===== config.mk =====
export PLATFORM = sky130hd
export DESIGN_NAME = dtpb_ram
export DESIGN_NICKNAME = d
export VERILOG_FILES = /design/src/rtl/core/depth_tested_pixel_buffer_assert.svh /design/src/rtl/core/dtpb_ram.sv
export SDC_FILE = /design/constraint.sdc
export NUM_CORES = 2
export LEC_CHECK = 0
export BUFFER_PORTS_ARGS = -buffer_cell sky130_fd_sc_hd__buf_2
export CAP_MARGIN = 20
export CORE_MARGIN = 2
export CORE_UTILIZATION = 35
export DETAILED_ROUTE_END_ITERATION = 12
export HOLD_SLACK_MARGIN = 0.06
export PLACE_DENSITY = 0.48
export REMOVE_ABC_BUFFERS = 1
export SKIP_CTS_REPAIR_TIMING = 1
export SLEW_MARGIN = 20
export SYNTH_ARGS = -nofsm -noshare
export SYNTH_HDL_FRONTEND = slang
export SYNTH_SLANG_ARGS = --single-unit

===== constraint.sdc =====
create_clock -name clk -period 4.2 [get_ports clk]
set_clock_uncertainty 0.05 [all_clocks]
set_input_delay 0.84 -clock clk [delete_from_list [all_inputs] [get_ports clk]]
set_output_delay 0.84 -clock clk [all_outputs]
set_load 0.005 [all_outputs]

===== src/rtl/core/depth_tested_pixel_buffer_assert.svh =====
// Assertion macros for the depth-tested pixel buffer.
// Included by the top level; depends on nothing else.
`ifndef DEPTH_TESTED_PIXEL_BUFFER_ASSERT_SVH
`define DEPTH_TESTED_PIXEL_BUFFER_ASSERT_SVH

// Antecedent in a cycle implies consequent in the same cycle.
`define DTPB_ASSERT_SAME(label, clk, rst_n, ante, cons) \
  label: assert property (@(posedge clk) disable iff (!rst_n) (ante) |-> (cons)) \
    else $error("pixel buffer check failed");

// Antecedent in a cycle implies consequent in the next cycle.
`define DTPB_ASSERT_NEXT(label, clk, rst_n, ante, cons) \
  label: assert property (@(posedge clk) disable iff (!rst_n) (ante) |=> (cons)) \
    else $error("pixel buffer check failed");

`endif


===== src/rtl/core/dtpb_ram.sv =====
// Generic single-write, single-read synchronous RAM with registered read data.
// Depends on nothing.
`timescale 1ns / 1ps
`default_nettype none

module dtpb_ram #(
  parameter int WIDTH = 16,
  parameter int DEPTH = 256,
  parameter int AW    = (DEPTH > 1) ? $clog2(DEPTH) : 1
) (
  input  wire logic             clk,
  input  wire logic             we,
  input  wire logic [AW-1:0]    waddr,
  input  wire logic [WIDTH-1:0] wdata,
  input  wire logic             re,
  input  wire logic [AW-1:0]    raddr,
  output logic      [WIDTH-1:0] rdata
);

  logic [WIDTH-1:0] mem [DEPTH];
  logic [WIDTH-1:0] rdata_r;

  always_ff @(posedge clk) begin
    if (we) begin
      mem[waddr] <= wdata;
    end
    if (re) begin
      rdata_r <= mem[raddr];
    end
  end

  assign rdata = rdata_r;

endmodule

`default_nettype wire


==> impl_metrics.json <==
{
  "clk_latency_ns": 1.00,
  "rsz0062_at_grt": "no",
  "synth.distinct_cells": 51,
  "clkSinkCount": 4112,
  "fin_nets": 8191,
  "ys_async_sr_fraction_pct": 0,
  "synth_edf_count": 4112,
  "tritoncts": "done",
  "cp_data_required_time_ns": 4.93,
  "routedWlPerCell_um": 32.3,
  "critPathLaunchType": "input pin",
  "initial_utilization_pct": 35.1,
  "fp.dieArea_um2": 459000,
  "coreArea_um2": 452000,
  "crit_top_cell": "buf_4",
  "crit_chain": "buf_8 -> buf_4 -> buf_4 -> buf_4 -> mux4_2 -> o22ai_1 -> nor3_1 -> o32ai_1 -> buf_4 -> nor4_1",
  "timing.final.crit_share_pct": 83.8,
  "track_usage_pct": 20.0,
  "htree_num_levels": 5,
  "hold_viol_final": 0,
  "synthFlopType": "edfxtp_1",
  "end_kind": "register",
  "critPathMaxStageDelay_ns": 0.81,
  "path_buf_inv": 5,
  "cts.path.max_buffers": 4,
  "syn_to_final_growth_pct": 16.8,
  "p_switching_uw": 19100,
  "cp_top_family": "buffers and inverters",
  "cts_buffers": 434,
  "arrival_ns": 4.25,
  "power_frac_comb_pct": 5.4,
  "grt_max_degree": 115,
  "final_common_cell": "edfxtp_1",
  "port_buffers": 50,
  "layout_common_cells": "4,112 x edfxtp_1, 797 x mux4_2, 648 x buf_4, 565 x mux2i_1, 439 x clkbuf_16",
  "pwr-share-seq_pct": 51.8,
  "num_rows": 247,
  "path_class": "input pin to register",
  "pwr-share-clk_pct": 42.9,
  "drt_iter0_drc": 9104,
  "yosysSeqAreaShare_pct": 77.7,
  "dpl.hpwl_mm": 292,
  "grt_first_pass_wirelength_mm": 648,
  "switching_share_pct": 21.8,
  "slew_headroom_pct": 17.1,
  "syn_area_um2": 159000,
  "finalWirelength_mm": 468,
  "cts_root_buffer": "clkbuf_16",
  "synth-seq-cells": 4112,
  "worstMarginPinSlew_ns": 1.24,
  "first_global_vias": 80000,
  "fmax_ghz": 0.284,
  "vias_per_cell": 5.48,
  "final_cell_count_no_fill": 14500,
  "dieWidth_um": 678,
  "report.final.slew_viol_count": 0,
  "dp_cells": 13700,
  "avgSynthCellArea_um2": 21.6,
  "slowest_stage": "nor3_1",
  "peakVddDrop_v": 0.000361,
  "drt-pass1-iter-count": 8,
  "die_h_um": 678,
  "grt_overflow": 0,
  "pin_count": 51,
  "grt_antenna_before_repair": 34,
  "path_max_fanout": 17,
  "p_int_uw": 68500,
  "setup_violations": 0,
  "leakagePower_uw": 0.0589,
  "holdCritPathClass": "input pin to register",
  "clkTransAtPathRegs_ns": 0.06,
  "power.density_nw_per_um2": 472,
  "period_minus_slack_ns": 3.52,
  "status": "finished, final reports clean",
  "drv_cap": 0,
  "drive_gt1_share_pct": 28.5,
  "drc": 0,
  "drtAntennaViolNets": 0,
  "layout.core_utilization_pct": 41.0,
  "vias": 79400,
  "yosysWarningCount": 0,
  "place_congestion": 0.834,
  "syn_inst": 7360
}
worst reg2reg max path, stage by stage, from the launching register on:
cell	delay, ns
edfxtp_1	0.35
mux4_2	0.52
mux4_2	0.54
a22o_1	0.42
o32ai_1	0.75
buf_4	0.26
nor4_1	0.06
sequential cells by signal, indices dropped and copies added, names as in the netlist:
register and flops:
mem 4096, rdata 16
synthesized netlist by cell type (76+ instances only):
cell	instances	area (µm²)
clkbuf_1	230	863
o22ai_1	148	926
nor2_1	304	1140
mux2_2	88	991
mux2i_1	565	5660
buf_2	76	380
a21oi_1	175	876
edfxtp_1	4112	123000
nor3_1	92	460
mux4_2	797	17900
buf_6	77	867
o221ai_1	252	2210
cell type report:
| type | instances | area, µm² |
|---|---|---|
| Antenna cell | 16 | 40.0 |
| Timing Repair Buffer | 812 | 7600 |
| Clock inverter | 266 | 2540 |
| Fill cell | 39800 | 267000 |
| Clock buffer | 520 | 11300 |
| Sequential cell | 4112 | 123000 |
| Tap cell | 5976 | 7480 |
| Inverter | 4 | 27.5 |
| Multi-Input combinational cell | 2792 | 33100 |
final timing paths:
check                             startpoint     endpoint  slack (ns)  depth (start not counted)
worst max-delay path                raddr[1]     rdata[5]        0.68                         10
worst max register to register    mem[23][5]     rdata[5]        0.99                          6
worst min-delay path                wdata[1]  mem[216][1]        0.24                          1
worst min register to register  mem[210][13]    rdata[13]        1.15                          6
routing by layer:
| layer | vias to the layer above | wire (µm) | global-route usage, % |
|---|---|---|---|
| li1 | 33000 | - | - |
| met5 | - | 0 | 0 |
| met3 | 550 | 29100 | 2.89 |
| met4 | 0 | 13400 | 5.39 |
| met2 | 2734 | 226000 | 32.7 |
| met1 | 43200 | 200000 | 28.0 |
metrics by stage:
step / setup WS, ns / hold WS [ns] / setup TNS (ns) / cell area, µm² / total power, µW
floorplan: -3.32 / 0.889 / -51.20 / 156000 / 47800
global placement: -0.403 / 1.09 / -1.09 / 172000 / 50900
detailed placement: -0.375 / 1.09 / -1.10 / 172000 / 51000
CTS: 0.690 / 0.00930 / 0 / 185000 / 88400
global route: 0.582 / 0.194 / 0 / 186000 / 90100
finish: 0.679 / 0.240 / 0 / 186000 / 87600
power by group through the flow:
stage          registers (µW)  logic (µW)  clock network, µW
6_report                45300        4700              37500
2_1_floorplan           46200        1670                  0
3_5_place_dp            46200        4760                  0
5_1_grt                 45300        4940              39800
4_1_cts                 45300        4770              38300
3_3_place_gp            46200        4700                  0
logic make-up after synthesis:
group / Yosys count / synth area share, %
and+or+nand+nor: 556 / 1.57
AOI/OAI and AO/OA: 786 / 3.53
muxes: 1450 / 15.5
DFF: 4112 / 77.7
buffers and inverters: 456 / 1.69
Power figures use the tool's default switching activity.
