File: src/rtl/core/depth_tested_pixel_buffer_assert.svh
// Assertion macros for the depth-tested pixel buffer.
// Included by the top level; depends on nothing else.
`ifndef DEPTH_TESTED_PIXEL_BUFFER_ASSERT_SVH
`define DEPTH_TESTED_PIXEL_BUFFER_ASSERT_SVH

// Antecedent in a cycle implies consequent in the same cycle.
`define DTPB_ASSERT_SAME(label, clk, rst_n, ante, cons) \
  label: assert property (@(posedge clk) disable iff (!rst_n) (ante) |-> (cons)) \
    else $error("pixel buffer check failed");

// Antecedent in a cycle implies consequent in the next cycle.
`define DTPB_ASSERT_NEXT(label, clk, rst_n, ante, cons) \
  label: assert property (@(posedge clk) disable iff (!rst_n) (ante) |=> (cons)) \
    else $error("pixel buffer check failed");

`endif

File: src/rtl/core/dtpb_pkg.sv
// Shared types and constants of the depth-tested pixel buffer.
// Used by dtpb_addr and the top level; depends on nothing.
`timescale 1ns / 1ps
`default_nettype none

package dtpb_pkg;

  localparam int DTPB_MAX_WIDTH  = 256;
  localparam int DTPB_MAX_HEIGHT = 256;

  localparam int COORD_W = 16;
  localparam int DEPTH_W = 16;
  localparam int CHAN_W  = 8;
  localparam int COLOR_W = 3 * CHAN_W;
  localparam int SIZE_W  = 9;
  localparam int CFG_IDX_W  = 2;
  localparam int CFG_DATA_W = 16;

  localparam logic [CFG_IDX_W-1:0] CFG_SCREEN_WIDTH  = 2'd0;
  localparam logic [CFG_IDX_W-1:0] CFG_SCREEN_HEIGHT = 2'd1;
  localparam logic [CFG_IDX_W-1:0] CFG_FAR_DEPTH     = 2'd2;

  localparam logic [SIZE_W-1:0]         RESET_SCREEN_WIDTH  = 9'd256;
  localparam logic [SIZE_W-1:0]         RESET_SCREEN_HEIGHT = 9'd256;
  localparam logic signed [DEPTH_W-1:0] RESET_FAR_DEPTH     = -16'sd256;

  localparam logic ACTION_PLOT = 1'b0;
  localparam logic ACTION_SCAN = 1'b1;

  typedef enum logic [1:0] {
    ST_CLEAR,
    ST_IDLE,
    ST_UPDATE
  } dtpb_state_t;

  typedef logic signed [COORD_W-1:0] coord_t;
  typedef logic signed [DEPTH_W-1:0] depth_t;
  typedef logic [COLOR_W-1:0]        color_t;
  typedef logic [SIZE_W-1:0]         size_t;

endpackage

`default_nettype wire

File: src/rtl/core/dtpb_addr.sv
// Screen range check and pixel address of one beat's coordinates.
// Depends on dtpb_pkg.
`timescale 1ns / 1ps
`default_nettype none

module dtpb_addr #(
  parameter int MAX_WIDTH  = 256,
  parameter int MAX_HEIGHT = 256,
  parameter int ADDR_W     = 16
) (
  input  wire dtpb_pkg::coord_t  x,
  input  wire dtpb_pkg::coord_t  y,
  input  wire dtpb_pkg::size_t   screen_width,
  input  wire dtpb_pkg::size_t   screen_height,
  output logic                   hit,
  output logic [ADDR_W-1:0]      addr
);
  import dtpb_pkg::*;

  localparam logic [COORD_W-1:0] MW = COORD_W'(MAX_WIDTH);
  localparam logic [COORD_W-1:0] MH = COORD_W'(MAX_HEIGHT);

  logic [COORD_W-1:0] sw_ext;
  logic [COORD_W-1:0] sh_ext;
  logic [COORD_W-1:0] eff_w;
  logic [COORD_W-1:0] eff_h;
  logic [COORD_W-1:0] x_mag;
  logic [COORD_W-1:0] y_mag;
  logic [31:0]        lin;

  always_comb begin
    sw_ext = COORD_W'(screen_width);
    sh_ext = COORD_W'(screen_height);
    eff_w  = (sw_ext > MW) ? MW : sw_ext;
    eff_h  = (sh_ext > MH) ? MH : sh_ext;
    x_mag  = {1'b0, x[COORD_W-2:0]};
    y_mag  = {1'b0, y[COORD_W-2:0]};
    hit    = !x[COORD_W-1] && !y[COORD_W-1] && (x_mag < eff_w) && (y_mag < eff_h);
    lin    = 32'(x_mag) * 32'(MAX_HEIGHT) + 32'(y_mag);
    addr   = lin[ADDR_W-1:0];
  end

endmodule

`default_nettype wire

File: config.mk
export PLATFORM = sky130hd
export DESIGN_NAME = dtpb_addr
export DESIGN_NICKNAME = d
export VERILOG_FILES = /design/src/rtl/core/depth_tested_pixel_buffer_assert.svh /design/src/rtl/core/dtpb_pkg.sv /design/src/rtl/core/dtpb_addr.sv
export SDC_FILE = /design/constraint.sdc
export NUM_CORES = 1
export LEC_CHECK = 0
export ABC_AREA = 1
export BUFFER_PORTS_ARGS = -buffer_cell sky130_fd_sc_hd__buf_4
export CORE_UTILIZATION = 47
export DETAILED_ROUTE_END_ITERATION = 10
export GPL_TIMING_DRIVEN = 0
export PLACE_DENSITY = 0.91
export SYNTH_ARGS = -nofsm -noshare
export SYNTH_HDL_FRONTEND = slang
export SYNTH_SLANG_ARGS = --single-unit
File: constraint.sdc
create_clock -name vclk -period 3
set_input_delay 0.15 -clock vclk [all_inputs]
set_output_delay 0.15 -clock vclk [all_outputs]
set_load 0.02 [all_outputs]
==> results.py <==
metrics = {
    "place": {
        "place_hpwl_um": 2544,
        "globalplace.congestion": 0.7894,
        "portBuffers": 67,
    },
    "route": {
        "wirelength_um": 2751,
        "vias": 1197,
        "vias_per_cell": 5.029,
        "avgRoutedWirePerCell_um": 11.56,
        "drtAntennaViolNets": 0,
        "drt_iter0_markers": 19,
        "drc": 0,
        "drtPass1Iterations": 4,
    },
    "yosys": {
        "yosys-top-cells-count": "44 x nand2_1, 23 x ha_1, 16 x nor2_1",
        "syn_nets": 220,
        "synthMuxAreaShare_pct": 0,
        "synth_adder_area_share_pct": 33.38,
        "synthCells": 146,
        "synthXorXnorAreaFrac_pct": 4.749,
        "synth_top_family_by_area": "simple AND/OR/NAND/NOR gates",
        "syn_area_per_cell_um2": 6.316,
        "yosysSeqAreaShare_pct": 0,
        "synth_warnings": 0,
        "synth_area_leader_cell": "ha_1",
        "synth_most_common_cell": "nand2_1",
        "synthTopCellsByArea": "ha_1 31%, nand2_1 18%, buf_4 6.5%, nor2_1 6.5%, a21oi_1 4.9%",
        "synth.distinct_cells": 25,
        "synth_compound_area_share_pct": 12.08,
        "synth-simple-area-share_pct": 37.45,
        "netlist.area_leader.share_pct": 31.21,
        "netlist_area_um2": 922.1,
    },
    "global_routing": {
        "globalRouteOverflowTotal": 0,
        "grtUsageTotal_pct": 26.48,
        "grt_pass1_wl_um": 4229,
        "antenna_found_initial": 0,
        "grt_pass1_vias": 1102,
        "grt_start_max_net_pins": 7,
    },
    "pwr": {
        "p_switching_mw": 0.1324,
        "power_frac_clock_pct": 0,
        "peakVddDrop_v": 0.0001562,
        "seqPwrFrac_pct": 0,
        "p_comb_share_pct": 100.0,
        "p_sw_share_pct": 50.16,
        "power_density_mw_per_mm2": 181.2,
        "leakage_nw": 0.8363,
        "power.internal_mw": 0.1316,
    },
    "timing": {
        "slew_viol_final": 0,
        "rsz0062_at_grt": "no",
        "fmax_mhz": 498.7,
        "min_period_ns": 2.005,
        "tightestPinTransition_ns": 0.2632,
        "fin_tns_setup_ns": 0,
        "finalHoldViolCount": 0,
        "setup_viol": 0,
        "period_share_pct": 66.84,
        "maxSlewHeadroom_pct": 82.29,
    },
    "die": {
        "core_area_mm2": 0.001783,
        "die_h_um": 46.30,
        "die_w_um": 46.30,
        "initial_core_util_pct": 51.72,
        "io_pins": 67,
        "num_rows": 15,
        "dieArea_mm2": 0.002143,
    },
    "final_layout": {
        "fin_util_pct": 81.68,
        "seq_area_um2": 0,
        "fillCellCount": 138,
        "drive_above_1_share_pct": 38.50,
        "area.growth.synth_to_final_pct": 57.94,
        "seq_cells": 0,
        "fin_nets": 289,
        "clkbuf_count": 0,
        "num_antenna_cells": 0,
    },
    "setup_path": {
        "cp-startpoint": "screen_width[4]",
        "critPathArrivalTime_ns": 1.86,
        "path_class": "input pin to output pin",
        "end_kind": "output pin",
        "cp_max_fo": 3,
        "crit_path_start_kind": "input pin",
        "required_ns": 2.85,
    },
    "clock_network": {
        "postCtsSetupBuffers": 0,
        "cts_resized": 0,
        "cts_hold_buf": 0,
    },
    "outcome": {
        "status": "complete, no violations",
    },
    "hold_path": {
        "min_path_cells": 3,
        "hold_start": "y[0]",
        "holdPathEnd": "addr[0]",
        "hold_path_class": "input pin to output pin",
    },
    "flow_run": {
        "drv_cap": 0,
    },
}
-- how the worst max path moves through the flow --
stage | to | slack (ns)
6_report | hit | 0.99
5_1_grt | hit | 0.81
4_1_cts | hit | 1.03
3_5_place_dp | hit | 1.04
3_3_place_gp | hit | 1.09
2_1_floorplan | hit | 1.29
-- final cells by class --
type / count / area [um^2] / area share (%)
inverters: 14 / 53.80 / 3.694
well taps: 25 / 31.28 / 2.148
plain buffers: 8 / 60.06 / 4.124
repair buffers: 67 / 503.0 / 34.54
multi-input cells: 124 / 808.3 / 55.50
-- cells by family (layout without fill, tap and decap cells) --
| kind of cell | Yosys count | in the layout |
|---|---|---|
| buffers and inverters | 22 | 89 |
| AND/OR/NAND/NOR | 77 | 77 |
| adder cells (fa/ha/maj) | 24 | 24 |
| XOR/XNOR | 5 | 5 |
| AO/OA/AOI/OAI | 18 | 18 |
-- cell usage in the layout (no fill, tap or decap), drive strengths merged --
master / synthesis / layout
nor3b: 2 / 2
nand2: 44 / 44
nor2: 16 / 16
a21o: 3 / 3
xor2: 3 / 3
a31oi: 2 / 2
nor4: 2 / 2
buf: 8 / 75
and3: 1 / 1
o21ai: 1 / 1
o21bai: 1 / 1
ha: 23 / 23
xnor2: 2 / 2
fa: 1 / 1
nand3: 8 / 8
clkinv: 2 / 2
nand4: 4 / 4
o21a: 2 / 2
inv: 12 / 12
a21oi: 9 / 9
-- through the flow --
stage	instance area (um^2)	hold WS, ns	power (mW)	cells	setup slack (ns)
3_3_place_gp	1456	0.5935	0.2532	238	1.090
2_1_floorplan	922.1	0.4126	0.1433	146	1.285
5_1_grt	1456	0.6033	0.2903	238	0.8103
3_5_place_dp	1456	0.5931	0.2636	238	1.039
6_report	1456	0.5919	0.2639	238	0.9948
4_1_cts	1456	0.5931	0.2645	238	1.025
-- per-layer routing --
metal / share of wire (%) / vias to the layer above / global-route usage, %
met5: 0 / - / 0
met4: 0.29 / 0 / 2.353
met3: 5.8 / 2 / 1.176
met2: 51 / 41 / 51.27
met1: 42 / 529 / 32.64
li1: - / 625 / -
-- worst max-delay path, cell delays in order --
cell and delay [ns]:
buf_4 0.11, nor4_1 0.29, nand3_1 0.11, nand2_1 0.12, nand2_1 0.07, ha_1 0.30
a21oi_1 0.16, o21a_1 0.13, nand2_1 0.06, nand2_1 0.05, nand2_1 0.05, nor2_1 0.09
buf_4 0.15
-- power groups by stage --
| stage | Combinational, mW | Clock [mW] | Sequential, mW |
|---|---|---|---|
| 2_1_floorplan | 0.143 | 0 | 0 |
| 3_3_place_gp | 0.253 | 0 | 0 |
| 3_5_place_dp | 0.264 | 0 | 0 |
| 4_1_cts | 0.264 | 0 | 0 |
| 5_1_grt | 0.290 | 0 | 0 |
| 6_report | 0.264 | 0 | 0 |
(Power assumes the default switching activity.)
